<file path="config.mk">
export PLATFORM = sky130hd
export DESIGN_NAME = bsm_ctrl
export DESIGN_NICKNAME = d
export VERILOG_FILES = /design/src/bsm_pkg.sv /design/src/bsm_ctrl.sv
export SDC_FILE = /design/constraint.sdc
export NUM_CORES = 1
export LEC_CHECK = 0
export ABC_AREA = 1
export BUFFER_PORTS_ARGS = -buffer_cell sky130_fd_sc_hd__buf_2
export CAP_MARGIN = 20
export CORE_MARGIN = 4
export CORE_UTILIZATION = 34
export CTS_BUF_LIST = sky130_fd_sc_hd__clkbuf_4
export CTS_CLUSTER_DIAMETER = 120
export DETAILED_ROUTE_END_ITERATION = 7
export SYNTH_ARGS = -nofsm -noshare
export SYNTH_HDL_FRONTEND = slang
export SYNTH_SLANG_ARGS = --single-unit
</file>
<file path="constraint.sdc">
create_clock -name aclk -period 1.4 [get_ports aclk]
set_input_delay 0.28 -clock aclk [delete_from_list [all_inputs] [get_ports aclk]]
set_output_delay 0.28 -clock aclk [all_outputs]
set_load 0.05 [all_outputs]
</file>
<file path="src/bsm_pkg.sv">
package bsm_pkg;

    localparam int CoordWidth  = 32;
    localparam int RadiusWidth = CoordWidth - 1;
    localparam int MagWidth    = CoordWidth + 1;
    localparam int ProdWidth   = 2 * MagWidth;
    localparam int DataWidth   = 128;

    localparam logic [RadiusWidth-1:0] RadiusMax = '1;

    typedef enum logic [2:0] {
        MUL_DX2,
        MUL_DY2,
        MUL_DZ2,
        MUL_RD2,
        MUL_DXS,
        MUL_DYS,
        MUL_DZS
    } mul_sel_t;

    typedef enum logic [2:0] {
        CAP_NONE,
        CAP_ACC_SET,
        CAP_ACC_ADD,
        CAP_RD2,
        CAP_LANE_X,
        CAP_LANE_Y,
        CAP_LANE_Z
    } cap_sel_t;

    typedef enum logic [1:0] {
        CM_KEEP,
        CM_LOAD,
        CM_GROW
    } commit_mode_t;

    typedef struct packed {
        logic         capture;
        mul_sel_t     mul_sel;
        cap_sel_t     cap_sel;
        logic         root_init;
        logic         root_step;
        logic         rad_en;
        logic         div_step;
        logic         commit;
        commit_mode_t commit_mode;
    } bsm_cmd_t;

    typedef struct packed {
        logic contain;
        logic r0_le_r1;
    } bsm_status_t;

endpackage

</file>
<file path="src/bsm_ctrl.sv">
module bsm_ctrl import bsm_pkg::*; (
    input  logic        aclk,
    input  logic        aresetn,
    input  logic        s_tvalid,
    output logic        s_tready,
    input  logic        s_tuser,
    output logic        m_tvalid,
    input  logic        m_tready,
    output bsm_cmd_t    cmd,
    input  bsm_status_t status
);

    typedef enum logic [2:0] {
        ST_IDLE,
        ST_SQR,
        ST_CMP,
        ST_ROOT,
        ST_RAD,
        ST_PROD,
        ST_DIV,
        ST_DONE
    } state_t;

    localparam int CntWidth = 6;
    localparam logic [CntWidth-1:0] SqrLast  = CntWidth'(4);
    localparam logic [CntWidth-1:0] RootLast = CntWidth'(MagWidth - 1);
    localparam logic [CntWidth-1:0] ProdLast = CntWidth'(3);
    localparam logic [CntWidth-1:0] DivLast  = CntWidth'(RadiusWidth - 1);

    state_t               state_reg, state_next;
    logic [CntWidth-1:0]  cnt_reg, cnt_next;
    commit_mode_t         mode_reg, mode_next;
    logic                 m_tvalid_reg, m_tvalid_next;
    logic                 out_free;

    assign out_free = !m_tvalid_reg || m_tready;
    assign s_tready = (state_reg == ST_IDLE);
    assign m_tvalid = m_tvalid_reg;

    always_comb begin
        cmd             = '0;
        cmd.mul_sel     = MUL_DX2;
        cmd.cap_sel     = CAP_NONE;
        cmd.commit_mode = mode_reg;
        state_next      = state_reg;
        cnt_next        = cnt_reg + 1'b1;
        mode_next       = mode_reg;
        case (state_reg)
            ST_IDLE: begin
                cnt_next = '0;
                if (s_tvalid) begin
                    cmd.capture = 1'b1;
                    if (s_tuser) begin
                        mode_next  = CM_LOAD;
                        state_next = ST_DONE;
                    end else begin
                        state_next = ST_SQR;
                    end
                end
            end
            ST_SQR: begin
                case (cnt_reg[2:0])
                    3'd0: cmd.mul_sel = MUL_DX2;
                    3'd1: begin cmd.mul_sel = MUL_DY2; cmd.cap_sel = CAP_ACC_SET; end
                    3'd2: begin cmd.mul_sel = MUL_DZ2; cmd.cap_sel = CAP_ACC_ADD; end
                    3'd3: begin cmd.mul_sel = MUL_RD2; cmd.cap_sel = CAP_ACC_ADD; end
                    default: cmd.cap_sel = CAP_RD2;
                endcase
                if (cnt_reg == SqrLast) begin
                    state_next = ST_CMP;
                end
            end
            ST_CMP: begin
                cnt_next = '0;
                if (status.contain) begin
                    mode_next  = status.r0_le_r1 ? CM_LOAD : CM_KEEP;
                    state_next = ST_DONE;
                end else begin
                    cmd.root_init = 1'b1;
                    state_next    = ST_ROOT;
                end
            end
            ST_ROOT: begin
                cmd.root_step = 1'b1;
                if (cnt_reg == RootLast) begin
                    state_next = ST_RAD;
                end
            end
            ST_RAD: begin
                cmd.rad_en = 1'b1;
                cnt_next   = '0;
                state_next = ST_PROD;
            end
            ST_PROD: begin
                case (cnt_reg[1:0])
                    2'd0: cmd.mul_sel = MUL_DXS;
                    2'd1: begin cmd.mul_sel = MUL_DYS; cmd.cap_sel = CAP_LANE_X; end
                    2'd2: begin cmd.mul_sel = MUL_DZS; cmd.cap_sel = CAP_LANE_Y; end
                    default: cmd.cap_sel = CAP_LANE_Z;
                endcase
                if (cnt_reg == ProdLast) begin
                    cnt_next   = '0;
                    state_next = ST_DIV;
                end
            end
            ST_DIV: begin
                cmd.div_step = 1'b1;
                if (cnt_reg == DivLast) begin
                    mode_next  = CM_GROW;
                    state_next = ST_DONE;
                end
            end
            ST_DONE: begin
                if (out_free) begin
                    cmd.commit = 1'b1;
                    state_next = ST_IDLE;
                end
            end
            default: state_next = ST_IDLE;
        endcase
        if (cmd.commit) begin
            m_tvalid_next = 1'b1;
        end else if (m_tready) begin
            m_tvalid_next = 1'b0;
        end else begin
            m_tvalid_next = m_tvalid_reg;
        end
    end

    always_ff @(posedge aclk) begin
        if (!aresetn) begin
            state_reg    <= ST_IDLE;
            cnt_reg      <= '0;
            mode_reg     <= CM_KEEP;
            m_tvalid_reg <= 1'b0;
        end else begin
            state_reg    <= state_next;
            cnt_reg      <= cnt_next;
            mode_reg     <= mode_next;
            m_tvalid_reg <= m_tvalid_next;
        end
    end

    a_commit_into_free_slot: assert property (@(posedge aclk) disable iff (!aresetn)
        cmd.commit |-> (!m_tvalid_reg || m_tready))
        else $error("result committed over a pending one");

    a_commit_shows_result: assert property (@(posedge aclk) disable iff (!aresetn)
        cmd.commit |=> m_tvalid_reg)
        else $error("committed result not presented");

    a_result_from_done: assert property (@(posedge aclk) disable iff (!aresetn)
        $rose(m_tvalid_reg) |-> $past(state_reg) == ST_DONE)
        else $error("result appeared outside the commit state");

endmodule

</file>
# After elaboration in Yosys (flattened, before gate mapping)
# Index checks and enable logic that the tools add are counted.
[word_totals]
word_cells = 73
out_inout_bits = 16
in_bits = 7
register_bits = 12
[op_classes]
n_mux = 33
reduce_logical = 11
n_eq_ne = 24
add_sub_neg = 1
[ops]
columns = ["operator", "count"]
rows = [
  ["two-way mux 3 bit", 8],
  ["case mux 3 bit (8 select lines)", 1],
  ["case mux 6 bit (2 select lines)", 2],
  ["case mux 2 bit (3 select lines)", 3],
  ["case mux 3 bit (3 select lines)", 2],
  ["!= test 2 bit, second input constant", 7],
  ["equality test 3 x 2 -> 1 bit, second input constant", 4],
  ["equality test 3 bit, second input constant", 4],
  ["two-way mux 1 bit", 12],
  ["two-way mux 2 bit", 4],
  ["adder 6 x 1 -> 6 bit, second input constant", 1],
  ["equality test 3 x 1 -> 1 bit, second input constant", 2],
  ["equality test 6 x 2 -> 1 bit, second input constant", 1],
  ["equality test 6 x 3 -> 1 bit, second input constant", 1],
  ["equality test 6 x 5 -> 1 bit, second input constant", 1],
  ["equality test 6 bit, second input constant", 1],
  ["logical NOT 3 bit", 2],
  ["two-way mux 6 bit", 1],
  ["AND reduction 6 bit", 1],
  ["AND reduction 5 bit", 1],
  ["nonzero test 3 bit", 1],
  ["OR reduction 3 bit", 1],
  ["equality test 2 x 1 -> 1 bit, second input constant", 1],
  ["equality test 2 bit, second input constant", 1],
  ["6 further kinds", 6],
]

# Longest topological paths before layout
# Gate-level depths: netlist (run 1).
[logic_depth]
word_depth = 5
mapped_depth = 12
mapped_depth_nobuf = 12

# Least setup slack after synthesis (run 1)
# Ideal clock, no wire load.
[synth_timing]
path_kind = "register to output"
from = "reg cnt_reg[1]"
to = "out cmd[7] in the netlist's numbering"
required_ps = 1120
setup_slack_ps = -563
path_stages_with_launch = 6
arrival_time_ps = 1683
n_path_buf = 0
cell_sequence = "dfxtp_1 inv_1 ha_1 nor2_1 o31ai_1 a21oi_1"
[synth_rtl]
columns = ["element", "line", "text"]
rows = [
  ["start, declared", "bsm_ctrl.sv:31", "logic [CntWidth-1:0] cnt_reg, cnt_next;"],
  ["start signal, assigned", "bsm_ctrl.sv:138", "cnt_reg <= cnt_next;"],
  ["end, declared", "bsm_ctrl.sv:9", "output bsm_cmd_t cmd,"],
]

==> results of run 1 <==
==> routing by layer <==
metal	routed length (um)	track usage
met5	0	0
met2	1884	0.3182
met1	1632	0.2279
met3	154	0.05036
met4	70	0.04683
==> per-stage QoR <==
step	power [mW]	setup WS [ns]	cells	cell area [um2]	TNS, ns
2_1_floorplan	1.699	-0.08043	155	1137	-0.3486
3_3_place_gp	2.266	-0.1529	232	1488	-0.9823
3_5_place_dp	2.301	-0.2017	232	1488	-1.246
4_1_cts	3.262	-0.3598	248	1954	-3.631
5_1_grt	3.798	-0.4135	252	2072	-5.344
6_report	3.563	-0.3600	252	2072	-3.994
==> final cells by class <==
type,count,share of cell area
Clock buffer,3,0.01087
Clock inverter,1,0.001812
Inverter,25,0.06039
Multi-Input combinational cell,114,0.4934
Sequential cell,12,0.1238
Tap cell,31,0.01872
Timing Repair Buffer,66,0.2911
==> worst max-delay path: cells and delay by family, from the launching register on <==
kind,cells,cell delay [ns]
buffers and inverters,3,0.34
AOI/OAI and AO/OA,1,0.17
DFF,1,0.36
adders and majority gates,1,0.17
and+or+nand+nor,2,0.16
==> where the power goes <==
part           total, mW  switching [mW]  leakage, nW  internal (mW)
sequential         0.542           0.112        0.101          0.429
combinational       2.79            1.53        0.839           1.27
clock              0.227           0.124       0.0154          0.103
total               3.56            1.76        0.955           1.80
==> cell usage after synthesis (2+ instances only) <==
library cell              instances  area (um2)
sky130_fd_sc_hd__inv_1           22       82.58
sky130_fd_sc_hd__inv_2            3       11.26
sky130_fd_sc_hd__a21oi_1         10       50.05
sky130_fd_sc_hd__buf_4            3       22.52
sky130_fd_sc_hd__nor2_1          26       97.59
sky130_fd_sc_hd__dfxtp_1         12       240.2
sky130_fd_sc_hd__nand4_1          3       18.77
sky130_fd_sc_hd__o21ai_0          2       10.01
sky130_fd_sc_hd__nand2_1         39       146.4
sky130_fd_sc_hd__nand3_1         11       55.05
sky130_fd_sc_hd__ha_1            13       162.7
==> final timing paths <==
kind / start / end / slack [ns]
setup / recovery: state_reg[1] / cmd[11] / -0.36
hold / removal: aresetn / state_reg[1] / 0.28
setup reg to reg: state_reg[1] / state_reg[1] / -0.18
hold reg to reg: mode_reg[0] / mode_reg[0] / 0.48
==> cells by family after synthesis <==
kind of cell | synth area share
xor+xnor | 0.01739
buf+inv | 0.1267
simple gates | 0.3528
compound gates | 0.1031
flops | 0.2385
fa+ha+maj | 0.1615
==> what timing repair did <==
item / 4_1_cts / 5_1_grt
resized for setup: 92 / 22
setup buffers: 12 / 4
endpoints found under the setup margin: 18 / 24
pin swaps: 26 / 29
==> impl_metrics.csv, run 1 <==
group,metric,value,unit
critical_path,critPathRequiredTime,1.12,ns
route,drt_pre_antenna_iters,6,
synth,synthesis.yosys.warnings,0,
layout,drive_gt1_frac,0.6471,
status,violated_checks,"negative setup slack",
sta,worst_pin_slew,0.2788,ns
worst_hold_path,whs_path_depth,3,
sta,finalSetupViolCount,18,
sta,setup_ws,-0.3600,ns
synth,synth-edff-count,0,
route,remaining_drc_errors,0,
layout,most_frequent_cells_in_the_layout,"sky130_fd_sc_hd__buf_4 (33), sky130_fd_sc_hd__nand2_1 (27), sky130_fd_sc_hd__nor2_1 (19)",
die,initial_utilization,0.3591,
route,avgRoutedWirePerCell,14.85,um
synth,synthesis.area_per_instance,6.498,um2
critical_path,timing.reg2reg.worst_path_depth,12,
synth,synthCells,155,
sta,slew_violations,0,
sta,layout_worst_path_cycle_share,1.257,
layout,layout_commonest_cell,"sky130_fd_sc_hd__buf_4",
power_and_ir_drop,worst_ir_drop_vdd,1471,uV
critical_path,worstSetupStartpointType,"register",
synth,postSynth.asyncResetShare,0,
global_routing,grt_pass1_vias,1265,
synth,yosys_most_used_dff,"sky130_fd_sc_hd__dfxtp_1",
flow_run,max-cap-violations,0,
worst_hold_path,hp-class,"input pin to register",
critical_path,worstSetupPathType,"register to output port",
die,floorplan.die.height,62.43,um
synth,synth_area,1007,um2
clock_network,clock_tree.buffer_depth,2,
synth,synth.yosys.seq_area_share,0.2385,
critical_path,crit_path_top_delay_cell,"sky130_fd_sc_hd__dfxtp_4",
sta,finalWorstPathRequiredPeriod,1.760,ns
route,routed-via-count,1229,
place,place_congestion,0.8309,
clock_network,clkLatencyLatePin,0.28,ns
synth,netlist_cell_types,22,
layout,areaGrowthSynthToFinish,105.7,%
global_routing,overflow,0,
clock_network,cts_made_buffers,3,
global_routing,first_pass_grt_wire_length,5.802,mm
critical_path,crit_chain,"inv_4 > ha_4 > nand2_4 > inv_8 > nand3_4 > a21oi_4 > buf_6",
global_routing,track_usage,0.1854,
die,placeable_core_area,2805,um2
synth,syn-num-nets,175,
layout,largest_reg_flops,6,
sta,grt_setup_unrepaired,"yes",
critical_path,arrival_time_of_data_at_the_critical_path_endpoint,1.48,ns
die,rows,19,
route,initialDrtViolationCount,54,
die,die_w,62.43,um
clock_network,clkTransAtPathRegs,0.07,ns
synth,ys_seq_elements,12,
die,io_pins,23,
place,io_buffer_count,22,
die,floorplan.die_area,3897,um2
clock_network,cts_sinks,12,
sta,achievable-frequency,568.2,MHz
route,routed_wirelength,3.743,mm
clock_network,clock_tree_from_tritoncts,"built",
layout,postLayoutCoreUtil,0.7386,
clock_network,h_tree_depth_reported_by_cts,1,
clock_network,cts_hold_buf,0,
sta,timing.hold.ws,0.2850,ns
power_and_ir_drop,cellPowerDensity,1720,nW/um2
layout,diodes,0,
critical_path,highest_cell_delay_on_the_worst_timing_path,0.36,ns
layout,layout.nets,242,
route,vias_per_cell,4.877,
sta,slew_headroom,0.8135,
global_routing,grt_start_max_net_pins,8,
power_and_ir_drop,leakage,0.9549,nW
critical_path,timing.critical_path.fanout_max,5,
route,route.antenna.remaining_nets,0,
status,outcome,"finished with violations",
clock_network,cts.root.buffer_cell,"sky130_fd_sc_hd__clkbuf_4",
place,hpwl,2.304,mm
critical_path,critical_path_end_type,"output port",
global_routing,number_of_antenna_violations_at_the_first_check_in_global_routing,0,
layout,area_of_combinational_cells_with_multiple_inputs,1022,um2
sta,report.final.hold_viol_count,0,
layout,nFillCells,197,
sta,fin_worst_skew,0.007832,ns
layout,sequential_cell_area,256.5,um2
(Power assumes the default switching activity.)
==> run 2: changes to the inputs <==
--- a/config.mk
+++ b/config.mk
@@ -13,6 +13,7 @@
 export CTS_BUF_LIST = sky130_fd_sc_hd__clkbuf_4
 export CTS_CLUSTER_DIAMETER = 120
 export DETAILED_ROUTE_END_ITERATION = 7
+export SETUP_SLACK_MARGIN = 0.15
 export SYNTH_ARGS = -nofsm -noshare
 export SYNTH_HDL_FRONTEND = slang
 export SYNTH_SLANG_ARGS = --single-unit
==> impl_metrics.csv, run 2 (same netlist as run 1, synthesis figures left out) <==
group,metric,value,unit
status,outcome,"finished with violations",
status,violated_checks,"negative setup slack",
sta,finalWorstPathRequiredPeriod,1.810,ns
sta,setup_ws,-0.4100,ns
global_routing,number_of_antenna_violations_at_the_first_check_in_global_routing,0,
die,floorplan.die.height,62.43,um
clock_network,clkLatencyLatePin,0.27,ns
sta,fin_worst_skew,0.01321,ns
route,dr.max_layer_used,"met4",
clock_network,cts.root.buffer_cell,"sky130_fd_sc_hd__clkbuf_4",
route,remaining_drc_errors,0,
critical_path,critPathRequiredTime,1.12,ns
clock_network,cts_sinks,12,
sta,slew_headroom,0.8397,
power_and_ir_drop,seq_power_share,0.147,
global_routing,grt_pass1_vias,1248,
sta,fin_tns_setup,-4.209,ns
worst_hold_path,holdCritStartpoint,"aresetn",
global_routing,grt_start_max_net_pins,8,
place,place_congestion,0.8082,
clock_network,clkTransAtPathRegs,0.09,ns
critical_path,r2r_start,"cnt_reg[0]",
sta,timing.hold.ws,0.3174,ns
power_and_ir_drop,finalPower,3.563,mW
sta,grt_setup_unrepaired,"yes",
critical_path,timing.critical_path.fanout_max,5,
critical_path,worstSetupPathType,"register to output port",
place,io_buffer_count,22,
layout,drive_gt1_frac,0.6441,
layout,diodes,0,
clock_network,clock_tree_from_tritoncts,"built",
power_and_ir_drop,leakage,0.9492,nW
place,hpwl,2.213,mm
sta,achievable-frequency,552.5,MHz
sta,finalSetupViolCount,18,
power_and_ir_drop,power_switching,1.746,mW
route,routed_wirelength,3.712,mm
global_routing,track_usage,0.1755,
route,met1_length,1.539,mm
layout,layout_commonest_cell,"sky130_fd_sc_hd__buf_4",
layout,areaGrowthSynthToFinish,108.9,%
layout,largest_reg_flops,6,
clock_network,h_tree_depth_reported_by_cts,1,
layout,layout.nets,243,
global_routing,overflow,0,
power_and_ir_drop,intPower,1.817,mW
critical_path,arrival_time_of_data_at_the_critical_path_endpoint,1.53,ns
sta,report.final.hold_viol_count,0,
clock_network,cts_made_buffers,3,
power_and_ir_drop,cellPowerDensity,1693,nW/um2
die,io_pins,23,
route,initialDrtViolationCount,54,
worst_hold_path,hp-class,"input pin to register",
die,initial_utilization,0.3591,
critical_path,critical_path_end_type,"output port",
die,rows,19,
layout,stdcell_area,2105,um2
route,vias_per_cell,4.972,
global_routing,first_pass_grt_wire_length,5.540,mm
route,detailroute.wirelength.met3,127,um
route,avgRoutedWirePerCell,14.67,um
clock_network,clock_tree.buffer_depth,2,
place,pre_cts_setup_slack,-0.1560,ns
place,dpl-instance-area,1544,um2
route,route.antenna.remaining_nets,0,
route,routed-via-count,1258,
sta,layout_worst_path_cycle_share,1.293,
sta,worst_pin_slew,0.2405,ns
clock_network,cts_hold_buf,0,
power_and_ir_drop,power.share.combinational,0.781,
route,dr_wl_met2,1.947,mm
power_and_ir_drop,share_clk_of_total_power,0.072,
critical_path,crit_path_start,"cnt_reg[0]",
critical_path,worstSetupStartpointType,"register",
flow_run,max-cap-violations,0,
die,placeable_core_area,2805,um2
route,drt_pre_antenna_iters,4,
power_and_ir_drop,p_sw_frac,0.4901,
layout,most_frequent_cells_in_the_layout,"sky130_fd_sc_hd__buf_4 (34), sky130_fd_sc_hd__nand2_1 (29), sky130_fd_sc_hd__buf_6 (18)",
die,floorplan.die_area,3897,um2
power_and_ir_drop,worst_ir_drop_vdd,734.4,uV
sta,slew_violations,0,
die,die_w,62.43,um
-- run 2: cell types whose count changed in the layout (fill, tap and decap cells not counted), sizes merged --
cell	before	now
clkbuf	3	4
buf	66	67
clkinv	1	0
-- run 2: final timing paths --
path	cells past startpoint	slack (ns)	end
worst max-delay path	7	-0.41	cmd[7]
worst min-delay path	3	0.32	state_reg[0]
worst max register to register	11	-0.24	state_reg[1]
worst min register to register	2	0.48	mode_reg[0]
-- run 2: worst max-delay path, cell delays in order, from the launching register on --
cell,delay [ns]
sky130_fd_sc_hd__dfxtp_4,0.38
sky130_fd_sc_hd__buf_4,0.14
sky130_fd_sc_hd__inv_4,0.07
sky130_fd_sc_hd__ha_4,0.15
sky130_fd_sc_hd__nor2_4,0.04
sky130_fd_sc_hd__o31ai_4,0.22
sky130_fd_sc_hd__a21oi_4,0.09
sky130_fd_sc_hd__buf_6,0.15
-- run 2: layer usage --
layer  vias to the layer above  GRT usage
li1                        616          -
met1                       603     0.2070
met2                        30     0.3236
met3                         9    0.02518
met4                         0    0.05510
met5                         -          0
-- run 2: area by class of cell --
cell class	count	area, um2
Multi-Input combinational cell	114	1049
Clock buffer	4	30.03
Timing Repair Buffer	67	608.1
Inverter	25	125.1
Fill cell	163	700.7
Tap cell	31	38.79
Sequential cell	12	254.0
-- run 2: repair_timing --
action | in CTS | in global routing
cloned | 0 | 0
resized for setup | 80 | 28
setup buffers | 9 | 4
pin swaps | 18 | 20
setup endpoints to repair | 24 | 24
-- run 2: through the flow --
stage | util | std cells
3_3_place_gp | 0.5504 | 236
4_1_cts | 0.6963 | 249
6_report | 0.7502 | 253
2_1_floorplan | - | 155
5_1_grt | 0.7502 | 253
3_5_place_dp | 0.5504 | 236
-- run 2: power groups by stage --
| stage | clock (mW) | sequential (mW) | combinational (mW) |
|---|---|---|---|
| 2_1_floorplan | 0 | 0.551 | 1.19 |
| 3_3_place_gp | 0 | 0.506 | 1.84 |
| 3_5_place_dp | 0 | 0.513 | 1.85 |
| 5_1_grt | 0.294 | 0.536 | 2.98 |
| 6_report | 0.256 | 0.524 | 2.78 |
| 4_1_cts | 0.268 | 0.520 | 2.49 |
